==> config.mk <==
export PLATFORM = sky130hd
export DESIGN_NAME = i2c_master_packet_sequencer
export DESIGN_NICKNAME = d
export VERILOG_FILES = /design/src/rtl/i2cmps_pkg.sv /design/src/rtl/i2cmps_core.sv /design/src/rtl/i2c_master_packet_sequencer.sv
export SDC_FILE = /design/constraint.sdc
export NUM_CORES = 1
export LEC_CHECK = 0
export CAP_MARGIN = 5
export CELL_PAD_IN_SITES_DETAIL_PLACEMENT = 1
export CELL_PAD_IN_SITES_GLOBAL_PLACEMENT = 1
export CORE_MARGIN = 8
export CORE_UTILIZATION = 35
export DETAILED_ROUTE_END_ITERATION = 6
export DONT_BUFFER_PORTS = 1
export PLACE_DENSITY_LB_ADDON = 0.2
export SYNTH_ARGS = -nofsm -noshare
export SYNTH_HDL_FRONTEND = slang
export SYNTH_HIERARCHICAL = 1
export SYNTH_SLANG_ARGS = --single-unit
==> constraint.sdc <==
create_clock -name clk -period 11.9 [get_ports clk]
set_input_delay 1.19 -clock clk [delete_from_list [all_inputs] [get_ports clk]]
set_output_delay 1.19 -clock clk [all_outputs]
set_load 0.02 [all_outputs]
==> src/rtl/i2cmps_pkg.sv <==
// shared types and codes of the i2c master packet sequencer
// depends on: nothing
package i2cmps_pkg;

  // word buffer geometry
  localparam int MAX_PAIRS  = 16;
  localparam int SLOT_COUNT = 16;

  typedef enum logic [1:0] {
    OP_LOAD      = 2'd0,
    OP_START_WR  = 2'd1,
    OP_START_RD  = 2'd2,
    OP_BUS_EVENT = 2'd3
  } opcode_t;

  // bus actions
  localparam logic [2:0] ACT_NONE   = 3'd0;
  localparam logic [2:0] ACT_START  = 3'd1;
  localparam logic [2:0] ACT_RSTART = 3'd2;
  localparam logic [2:0] ACT_STOP   = 3'd3;
  localparam logic [2:0] ACT_TX     = 3'd4;
  localparam logic [2:0] ACT_RCEN   = 3'd5;
  localparam logic [2:0] ACT_ACK    = 3'd6;

  // packet status codes
  localparam logic [2:0] ST_OK          = 3'd0;
  localparam logic [2:0] ST_BUSY        = 3'd1;
  localparam logic [2:0] ST_NOT_IDLE    = 3'd2;
  localparam logic [2:0] ST_NO_ADR_ACK  = 3'd3;
  localparam logic [2:0] ST_NO_DATA_ACK = 3'd4;

  typedef struct packed {
    opcode_t    opcode;
    logic [3:0] word_index;
    logic [7:0] first_byte;
    logic [7:0] second_byte;
    logic [6:0] slave_address;
    logic [3:0] command_code;
    logic [3:0] pair_count;
    logic       ack_missing;
    logic       write_collision;
    logic       start_seen;
    logic       stop_seen;
    logic [7:0] rx_byte;
  } item_t;

  typedef struct packed {
    logic [2:0] action;
    logic [7:0] tx_byte;
    logic       ack_level;
    logic       rx_valid;
    logic [7:0] rx_data;
    logic [3:0] rx_word;
    logic       rx_is_second;
    logic [2:0] status;
    logic       done_res;
  } result_t;

endpackage

==> src/rtl/i2cmps_core.sv <==
// packet state machine and word buffer of the i2c master sequencer
// depends on: i2cmps_pkg
module i2cmps_core (
  input  logic              clk,
  input  logic              rst_n,
  input  logic              step,
  input  i2cmps_pkg::item_t item,
  output i2cmps_pkg::result_t res
);
  import i2cmps_pkg::*;

  typedef enum logic [3:0] {
    PH_IDLE          = 4'd0,
    PH_WAIT_START    = 4'd1,
    PH_CHK_ADDR      = 4'd2,
    PH_CHK_CMD       = 4'd3,
    PH_CHK_FIRST     = 4'd4,
    PH_CHK_SECOND    = 4'd5,
    PH_CHK_REP       = 4'd6,
    PH_EN_RX         = 4'd7,
    PH_RX_FIRST      = 4'd8,
    PH_RX_FIRST_ACK  = 4'd9,
    PH_RX_SECOND     = 4'd10,
    PH_RX_SECOND_ACK = 4'd11,
    PH_STOP          = 4'd12
  } phase_t;

  phase_t     phase_r, phase_nxt;
  logic       read_mode_r, read_mode_nxt;
  logic       first_packet_r, first_packet_nxt;
  logic       busy_r, busy_nxt;
  logic [3:0] pair_index_r, pair_index_nxt;
  logic [6:0] held_address_r, held_address_nxt;
  logic [3:0] held_command_r, held_command_nxt;
  logic [3:0] held_count_r, held_count_nxt;
  logic [2:0] pkt_status_r, pkt_status_nxt;

  logic [15:0] word_buf_r [SLOT_COUNT];

  logic [3:0] pidx_inc;
  logic       more_pairs;
  logic [3:0] rd_idx;
  logic       rd_in_range;
  logic [7:0] slot_hi;
  logic [7:0] slot_lo;
  logic       bad;
  logic       load_en;

  // next pair index and whether another pair follows
  assign pidx_inc   = pair_index_r + 4'd1;
  assign more_pairs = (pidx_inc != 4'd0) && (pidx_inc < held_count_r);
  assign bad        = item.ack_missing | item.write_collision;

  // single buffer read port, advanced index when leaving the second byte
  assign rd_idx      = (phase_r == PH_CHK_SECOND) ? pidx_inc : pair_index_r;
  assign rd_in_range = {1'b0, rd_idx} < 5'(MAX_PAIRS);
  assign slot_hi     = rd_in_range ? word_buf_r[rd_idx][15:8] : 8'h00;
  assign slot_lo     = rd_in_range ? word_buf_r[rd_idx][7:0] : 8'h00;

  assign load_en = step && (item.opcode == OP_LOAD) &&
                   ({1'b0, item.word_index} < 5'(MAX_PAIRS));

  // one sequencing step per item
  always_comb begin
    res              = '0;
    phase_nxt        = phase_r;
    read_mode_nxt    = read_mode_r;
    first_packet_nxt = first_packet_r;
    busy_nxt         = busy_r;
    pair_index_nxt   = pair_index_r;
    held_address_nxt = held_address_r;
    held_command_nxt = held_command_r;
    held_count_nxt   = held_count_r;
    pkt_status_nxt   = pkt_status_r;

    case (item.opcode)
      OP_LOAD: begin
      end
      OP_START_WR, OP_START_RD: begin
        if (busy_r) begin
          res.status = ST_BUSY;
        end else if (first_packet_r || (!item.start_seen && item.stop_seen)) begin
          first_packet_nxt = 1'b0;
          read_mode_nxt    = (item.opcode == OP_START_RD);
          held_address_nxt = item.slave_address;
          held_command_nxt = item.command_code;
          held_count_nxt   = item.pair_count;
          pair_index_nxt   = 4'd0;
          pkt_status_nxt   = ST_OK;
          busy_nxt         = 1'b1;
          phase_nxt        = PH_WAIT_START;
          res.action       = ACT_START;
        end else begin
          res.status   = ST_NOT_IDLE;
          res.done_res = 1'b1;
        end
      end
      default: begin
        // bus event
        case (phase_r)
          PH_IDLE: begin
          end
          PH_WAIT_START: begin
            if (item.start_seen && !item.stop_seen) begin
              res.action  = ACT_TX;
              res.tx_byte = {held_address_r, 1'b0};
              phase_nxt   = PH_CHK_ADDR;
            end else begin
              res.action     = ACT_STOP;
              pkt_status_nxt = read_mode_r ? ST_NO_ADR_ACK : ST_NOT_IDLE;
              phase_nxt      = PH_STOP;
            end
          end
          PH_CHK_ADDR: begin
            if (bad) begin
              res.action     = ACT_STOP;
              pkt_status_nxt = ST_NO_ADR_ACK;
              phase_nxt      = PH_STOP;
            end else begin
              res.action  = ACT_TX;
              res.tx_byte = {held_count_r, held_command_r};
              phase_nxt   = PH_CHK_CMD;
            end
          end
          PH_CHK_CMD: begin
            if (bad) begin
              res.action     = ACT_STOP;
              pkt_status_nxt = ST_NO_DATA_ACK;
              phase_nxt      = PH_STOP;
            end else if (read_mode_r) begin
              res.action = ACT_RSTART;
              phase_nxt  = PH_CHK_REP;
            end else begin
              res.action  = ACT_TX;
              res.tx_byte = slot_hi;
              phase_nxt   = PH_CHK_FIRST;
            end
          end
          PH_CHK_FIRST: begin
            if (bad) begin
              res.action     = ACT_STOP;
              pkt_status_nxt = ST_NO_DATA_ACK;
              phase_nxt      = PH_STOP;
            end else begin
              res.action  = ACT_TX;
              res.tx_byte = slot_lo;
              phase_nxt   = PH_CHK_SECOND;
            end
          end
          PH_CHK_SECOND: begin
            if (bad) begin
              res.action     = ACT_STOP;
              pkt_status_nxt = ST_NO_DATA_ACK;
              phase_nxt      = PH_STOP;
            end else begin
              pair_index_nxt = pidx_inc;
              if (more_pairs) begin
                res.action  = ACT_TX;
                res.tx_byte = slot_hi;
                phase_nxt   = PH_CHK_FIRST;
              end else begin
                res.action = ACT_STOP;
                phase_nxt  = PH_STOP;
              end
            end
          end
          PH_CHK_REP: begin
            res.action  = ACT_TX;
            res.tx_byte = {held_address_r, 1'b1};
            phase_nxt   = PH_EN_RX;
          end
          PH_EN_RX: begin
            res.action = ACT_RCEN;
            phase_nxt  = PH_RX_FIRST;
          end
          PH_RX_FIRST: begin
            res.action   = ACT_ACK;
            res.rx_valid = 1'b1;
            res.rx_data  = item.rx_byte;
            res.rx_word  = pair_index_r;
            phase_nxt    = PH_RX_FIRST_ACK;
          end
          PH_RX_FIRST_ACK: begin
            res.action = ACT_RCEN;
            phase_nxt  = PH_RX_SECOND;
          end
          PH_RX_SECOND: begin
            // nack after the last pair
            res.action       = ACT_ACK;
            res.rx_valid     = 1'b1;
            res.rx_data      = item.rx_byte;
            res.rx_word      = pair_index_r;
            res.rx_is_second = 1'b1;
            res.ack_level    = !more_pairs;
            pair_index_nxt   = pidx_inc;
            phase_nxt        = PH_RX_SECOND_ACK;
          end
          PH_RX_SECOND_ACK: begin
            if ((pair_index_r != 4'd0) && (pair_index_r < held_count_r)) begin
              res.action = ACT_RCEN;
              phase_nxt  = PH_RX_FIRST;
            end else begin
              res.action = ACT_STOP;
              phase_nxt  = PH_STOP;
            end
          end
          PH_STOP: begin
            res.status   = pkt_status_r;
            res.done_res = 1'b1;
            phase_nxt    = PH_IDLE;
            busy_nxt     = 1'b0;
          end
          default: begin
            phase_nxt = PH_IDLE;
            busy_nxt  = 1'b0;
          end
        endcase
      end
    endcase
  end

  // sequencer state
  always_ff @(posedge clk) begin
    if (!rst_n) begin
      phase_r        <= PH_IDLE;
      read_mode_r    <= 1'b0;
      first_packet_r <= 1'b1;
      busy_r         <= 1'b0;
      pair_index_r   <= 4'd0;
      held_address_r <= 7'd0;
      held_command_r <= 4'd0;
      held_count_r   <= 4'd0;
      pkt_status_r   <= ST_OK;
    end else if (step) begin
      phase_r        <= phase_nxt;
      read_mode_r    <= read_mode_nxt;
      first_packet_r <= first_packet_nxt;
      busy_r         <= busy_nxt;
      pair_index_r   <= pair_index_nxt;
      held_address_r <= held_address_nxt;
      held_command_r <= held_command_nxt;
      held_count_r   <= held_count_nxt;
      pkt_status_r   <= pkt_status_nxt;
    end
  end

  // word buffer, no reset
  always_ff @(posedge clk) begin
    if (load_en) begin
      word_buf_r[item.word_index] <= {item.first_byte, item.second_byte};
    end
  end

endmodule

==> src/rtl/i2c_master_packet_sequencer.sv <==
// top level of the i2c master packet sequencer: input and result registers
// depends on: i2cmps_pkg, i2cmps_core
//
//   channel | ports                      | moves
//   in      | in_valid / in_stall / in_*  | one request or bus event word
//   out     | out_valid / out_stall / out_* | one action and status word
//
// the input register holds the word, the result register holds its result
// throughput: one word per cycle unless stalled; a single registered state step
// reset: synchronous active-low rst_n clears both valid flags and the state
// a stalled output holds its word; the input register keeps taking a word while
// the output register drains
module i2c_master_packet_sequencer (
  input  logic       clk,
  input  logic       rst_n,
  input  logic       in_valid,
  output logic       in_stall,
  input  logic [1:0] in_opcode,
  input  logic [3:0] in_word_index,
  input  logic [7:0] in_first_byte,
  input  logic [7:0] in_second_byte,
  input  logic [6:0] in_slave_address,
  input  logic [3:0] in_command_code,
  input  logic [3:0] in_pair_count,
  input  logic       in_ack_missing,
  input  logic       in_write_collision,
  input  logic       in_start_seen,
  input  logic       in_stop_seen,
  input  logic [7:0] in_rx_byte,
  output logic       out_valid,
  input  logic       out_stall,
  output logic [2:0] out_action,
  output logic [7:0] out_tx_byte,
  output logic       out_ack_level,
  output logic       out_rx_valid,
  output logic [7:0] out_rx_data,
  output logic [3:0] out_rx_word,
  output logic       out_rx_is_second,
  output logic [2:0] out_status,
  output logic       out_done_res
);
  import i2cmps_pkg::*;

  logic    in_valid_r;
  item_t   item_r;
  logic    out_valid_r;
  result_t res_r;
  result_t core_res;
  logic    advance;
  logic    in_take;
  logic    step;

  // pipeline control
  assign advance  = !out_valid_r || !out_stall;
  assign in_stall = in_valid_r && !advance;
  assign in_take  = in_valid && !in_stall;
  assign step     = in_valid_r && advance;

  // input register
  always_ff @(posedge clk) begin
    if (!rst_n) begin
      in_valid_r <= 1'b0;
    end else if (in_take) begin
      in_valid_r <= 1'b1;
    end else if (advance) begin
      in_valid_r <= 1'b0;
    end
  end

  always_ff @(posedge clk) begin
    if (in_take) begin
      item_r <= '{opcode:          opcode_t'(in_opcode),
                  word_index:      in_word_index,
                  first_byte:      in_first_byte,
                  second_byte:     in_second_byte,
                  slave_address:   in_slave_address,
                  command_code:    in_command_code,
                  pair_count:      in_pair_count,
                  ack_missing:     in_ack_missing,
                  write_collision: in_write_collision,
                  start_seen:      in_start_seen,
                  stop_seen:       in_stop_seen,
                  rx_byte:         in_rx_byte};
    end
  end

  i2cmps_core u_core (
    .clk   (clk),
    .rst_n (rst_n),
    .step  (step),
    .item  (item_r),
    .res   (core_res)
  );

  // result register
  always_ff @(posedge clk) begin
    if (!rst_n) begin
      out_valid_r <= 1'b0;
    end else if (advance) begin
      out_valid_r <= in_valid_r;
    end
  end

  always_ff @(posedge clk) begin
    if (step) begin
      res_r <= core_res;
    end
  end

  assign out_valid        = out_valid_r;
  assign out_action       = res_r.action;
  assign out_tx_byte      = res_r.tx_byte;
  assign out_ack_level    = res_r.ack_level;
  assign out_rx_valid     = res_r.rx_valid;
  assign out_rx_data      = res_r.rx_data;
  assign out_rx_word      = res_r.rx_word;
  assign out_rx_is_second = res_r.rx_is_second;
  assign out_status       = res_r.status;
  assign out_done_res     = res_r.done_res;

endmodule

==> run summary <==
CLOCK TREE
--------------------------------------------------------------------------------------------------------
Total clock sinks .........................................................................          366
Number of buffers on the longest clock path ...............................................            3
Clock latency of the later-clocked register in the worst-skew pair ........................       560 ps
Buffer count from post-CTS setup fixing ...................................................            0
Hold-fix buffer count after cts ...........................................................            0
Post-CTS clock slew at the launch and capture registers of the worst setup and hold paths .        60 ps
Buffer type at the clock tree root ........................................................ sky130_fd_sc_hd__clkbuf_16
Resized cells post-CTS ....................................................................            0
TritonCTS Buffers .........................................................................           41
Number of H-tree levels ...................................................................            2
CTS tree ..................................................................................          yes

SYNTH
--------------------------------------------------------------------------------------------------------
Distinct cell type count after synthesis ..................................................           69
Number of flops mapped to enable cells by yosys ...........................................          335
Primary FF master, synth .................................................................. sky130_fd_sc_hd__edfxtp_1
Share of the yosys chip area belonging to registers .......................................        63.0%
Area of the mapped netlist ................................................................   17,000 µm²
Avg Cell Area, Syn ........................................................................     14.3 µm²
Synth warnings ............................................................................            6
Net Count, Synth ..........................................................................        1,248
Fraction of registers with async set/reset ................................................           0%
Flip-flop and latch count after synthesis .................................................          366
Mapped Cells ..............................................................................        1,184

FLOORPLAN
--------------------------------------------------------------------------------------------------------
Number of rows created at floorplan .......................................................           80
Starting density of the core ..............................................................        35.5%
IO Count ..................................................................................           85
Core box area .............................................................................   47,700 µm²
Die Span X ................................................................................       236 µm
Die Footprint .............................................................................   55,700 µm²
Die Y-Extent ..............................................................................       236 µm

SETUP PATH
--------------------------------------------------------------------------------------------------------
Crit path max fanout ......................................................................           26
Worst flop-to-flop path startpoint ........................................................ u_core/pair_index_r[0]
Critical path class ....................................................................... flip-flop to flip-flop
Kind of cell with the highest combined delay on the critical path ......................... simple AND/OR/NAND/NOR gates
Critical Path Source ...................................................................... u_core/pair_index_r[0]
Number of cells on the critical path ......................................................            8
Data required time at the worst endpoint ..................................................    12,190 ps
Slowest stage cell on the critical path ................................................... sky130_fd_sc_hd__ha_2
CP Data Arrival Time ......................................................................      4800 ps
Nature of the critical path endpoint ......................................................    flip-flop
Destination of the worst register-to-register timing path ................................. out_tx_byte[5]
Crit path cell chain ...................................................................... clkinv_1, ha_2, buf_4, nand2b_1, nor3_1, nor4_1, o22ai_1, or4_1
Critical Path Sink ........................................................................ out_tx_byte[5]
Startpoint type of the worst setup path ...................................................    flip-flop
Critical path's largest stage delay .......................................................      1060 ps
Register-to-Register Setup Slack ..........................................................      7400 ps
WP buf/inv ................................................................................            2
Depth of the most critical reg-to-reg path ................................................            8

GLOBAL ROUTING
--------------------------------------------------------------------------------------------------------
Initial antenna violation count ...........................................................            0
Pin count of the biggest net entering global routing ......................................           67
Vias in the first global route ............................................................       10,900
Global-route wire length before repair ....................................................      72.4 mm
GRT Util Overall ..........................................................................        17.3%
Overflow left after global routing ........................................................            0

TIMING
--------------------------------------------------------------------------------------------------------
Measured slew at the worst slew-check pin .................................................       986 ps
Number of max-slew violations in the final report .........................................            0
Rel. slew slack ...........................................................................        34.0%
Count of endpoints failing hold in the final timing report ................................            0
RSZ-0062 raised after global routing ......................................................        false
Sum of negative setup slack ...............................................................         0 ps
Maximum operating frequency ...............................................................      222 MHz
Time the final worst path needs with I/O delays and setup .................................      4500 ps
Final setup violation count ...............................................................            0
Period utilisation layout .................................................................        37.8%
Post-Route Skew ...........................................................................      15.6 ps

LAYOUT
--------------------------------------------------------------------------------------------------------
Fraction of layout cells with a size suffix above 1 .......................................        17.0%
Share of the core filled with cells in the final layout ...................................        39.7%
Net total in the final layout .............................................................        1,236
Count of antenna diodes in the layout .....................................................            0
Area Overhead vs Synth ....................................................................        11.8%
FILL cells ................................................................................        4,801

PLACE
--------------------------------------------------------------------------------------------------------
Count of buffers from port buffering ......................................................            0
Final Wtd Congestion ......................................................................        0.782
Total half-perimeter wirelength after legalization and detailed placement .................      30.5 mm

PWR
--------------------------------------------------------------------------------------------------------
Worst-case vdd ir drop ....................................................................   0.000124 V
Static leakage ............................................................................      5.83 nW
Pwr/cell area .............................................................................   146 nW/µm²

DRT
--------------------------------------------------------------------------------------------------------
DRC violations left .......................................................................            0
Average routed wire per standard cell .....................................................      26.9 µm
Total length of routed wires ..............................................................      48.9 mm
Pre-Repair DR Iteration Count .............................................................            7
Number of routed nets with antenna violations .............................................            0
Vias per cell .............................................................................         5.72
Initial DRC Count .........................................................................          670
Via count .................................................................................       10,400

OUTCOME
--------------------------------------------------------------------------------------------------------
Status .................................................................................... finished, final reports clean

HOLD PATH
--------------------------------------------------------------------------------------------------------
Kind of path behind the tightest hold check ............................................... flip-flop to flip-flop

FLOW RUN
--------------------------------------------------------------------------------------------------------
Max Cap Viol ..............................................................................            0

[power breakdown]
part / total [mW] / leakage [nW] / switching, mW / internal [mW]
Combinational: 0.0431 / 1.85 / 0.0308 / 0.0124
Sequential: 1.45 / 3.32 / 0.0276 / 1.42
Clock: 1.27 / 0.654 / 0.508 / 0.758
Total: 2.76 / 5.83 / 0.566 / 2.19
[routing by layer]
layer	vias up	share of wire (%)	track usage, %
met5	-	0	0
met4	0	2.8	5.60
met3	78	5.5	3.80
met2	224	49	29.3
met1	5450	43	21.7
li1	4659	-	-
[registers in the layout, indices dropped and copies added, names as in the netlist, 3 cells and up]
| register | count |
|---|---|
| u_core/pair_index_r | 4 |
| out_tx_byte | 8 |
| u_core/pkt_status_r | 3 |
| out_action | 3 |
| out_rx_data | 8 |
| u_core/held_count_r | 4 |
| out_rx_word | 4 |
| item_r | 49 |
| u_core/word_buf_r | 256 |
| out_status | 3 |
| u_core/phase_r | 4 |
| u_core/held_address_r | 7 |
| u_core/held_command_r | 4 |
[area by class of cell]
cell class | instances | area [µm²] | area share (%)
well taps | 615 | 769 | 4.06
repair buffers | 25 | 188 | 0.990
clock buffers | 61 | 1190 | 6.30
flip-flops and latches | 366 | 10700 | 56.4
clock inverters | 14 | 146 | 0.773
multi-input cells | 725 | 5910 | 31.2
inverters | 13 | 48.8 | 0.258
[worst min path at each step]
stage                             startpoint                        to  slack (ps)  cells after the start
floorplan              u_core/first_packet_r     u_core/first_packet_r         420                      2
global placement       u_core/first_packet_r     u_core/first_packet_r         440                      2
detailed placement     u_core/first_packet_r     u_core/first_packet_r         450                      2
CTS                    u_core/first_packet_r     u_core/first_packet_r         460                      2
global route        u_core/held_command_r[1]  u_core/held_command_r[1]         500                      2
finish                 u_core/first_packet_r     u_core/first_packet_r         460                      2
[layout by cell type (no fill, tap or decap), types with 5 or more instances in the layout]
cell type / n
sky130_fd_sc_hd__clkbuf_1: 13
sky130_fd_sc_hd__or3_1: 6
sky130_fd_sc_hd__clkinv_2: 5
sky130_fd_sc_hd__nor2_4: 11
sky130_fd_sc_hd__nand3b_1: 5
sky130_fd_sc_hd__nor4_1: 9
sky130_fd_sc_hd__a211oi_1: 8
sky130_fd_sc_hd__nand3_1: 12
sky130_fd_sc_hd__nor3_1: 28
sky130_fd_sc_hd__nand2_1: 79
sky130_fd_sc_hd__a221oi_1: 9
sky130_fd_sc_hd__nand2b_1: 12
sky130_fd_sc_hd__a22oi_1: 22
sky130_fd_sc_hd__buf_4: 25
sky130_fd_sc_hd__ha_1: 10
sky130_fd_sc_hd__dfxtp_1: 28
sky130_fd_sc_hd__inv_1: 12
sky130_fd_sc_hd__mux4_2: 43
sky130_fd_sc_hd__nand4_1: 9
sky130_fd_sc_hd__a21oi_1: 23
sky130_fd_sc_hd__clkinv_1: 5
sky130_fd_sc_hd__nor2_1: 37
sky130_fd_sc_hd__mux2i_1: 118
sky130_fd_sc_hd__mux2_2: 36
sky130_fd_sc_hd__and2_1: 14
sky130_fd_sc_hd__edfxtp_1: 335
sky130_fd_sc_hd__and3_1: 13
sky130_fd_sc_hd__or2_2: 7
sky130_fd_sc_hd__o22ai_1: 44
sky130_fd_sc_hd__clkbuf_16: 43
sky130_fd_sc_hd__nor2b_1: 13
sky130_fd_sc_hd__clkbuf_8: 5
sky130_fd_sc_hd__o21ai_0: 46
sky130_fd_sc_hd__a21boi_0: 23
sky130_fd_sc_hd__a31oi_1: 15
[worst register-to-register path, cell delays in order (launching register included)]
cell and delay [ps]:
sky130_fd_sc_hd__dfxtp_4 500, sky130_fd_sc_hd__clkinv_1 350, sky130_fd_sc_hd__ha_2 1060, sky130_fd_sc_hd__buf_4 520, sky130_fd_sc_hd__nand2b_1 770, sky130_fd_sc_hd__nor3_1 110, sky130_fd_sc_hd__nor4_1 290, sky130_fd_sc_hd__o22ai_1 130
sky130_fd_sc_hd__or4_1 520
[stage by stage]
stage          hold slack, ps  setup slack, ps  total power [mW]  instance area [µm²]  instances
6_report                  461             7400              2.76                18900       1819
5_1_grt                   502             7080              2.85                18900       1819
4_1_cts                   458             7340              2.80                18900       1819
3_5_place_dp              450             7310              1.52                17600       1744
3_3_place_gp              441             7470              1.52                17600       1744
2_1_floorplan             423             5930              1.50                17000       1184
[cell usage after synthesis (23+ instances only)]
cell                       instances  area share (%)
sky130_fd_sc_hd__mux4_2           43             5.7
sky130_fd_sc_hd__dfxtp_1          31             3.7
sky130_fd_sc_hd__nor2_1           49             1.1
sky130_fd_sc_hd__mux2_2           36             2.4
sky130_fd_sc_hd__nand2_1          79             1.7
sky130_fd_sc_hd__buf_2            27            0.80
sky130_fd_sc_hd__a21oi_1          23            0.68
sky130_fd_sc_hd__o22ai_1          44             1.6
sky130_fd_sc_hd__clkbuf_1         28            0.62
sky130_fd_sc_hd__a21boi_0         24             1.1
sky130_fd_sc_hd__mux2i_1         118             7.0
sky130_fd_sc_hd__o21ai_0          46             1.4
sky130_fd_sc_hd__edfxtp_1        335              59
sky130_fd_sc_hd__nor3_1           32            0.94
[kinds of logic after synthesis]
| group | Yosys count | synth area share (%) |
|---|---|---|
| DFF | 366 | 63.0 |
| muxes | 198 | 15.2 |
| adders and majority gates | 11 | 0.812 |
| buffers and inverters | 93 | 2.87 |
| AOI/OAI and AO/OA | 229 | 9.00 |
| and+or+nand+nor | 279 | 8.47 |
| xor gates and xnor gates | 8 | 0.613 |
No activity file was read; power rests on OpenSTA's default activity.
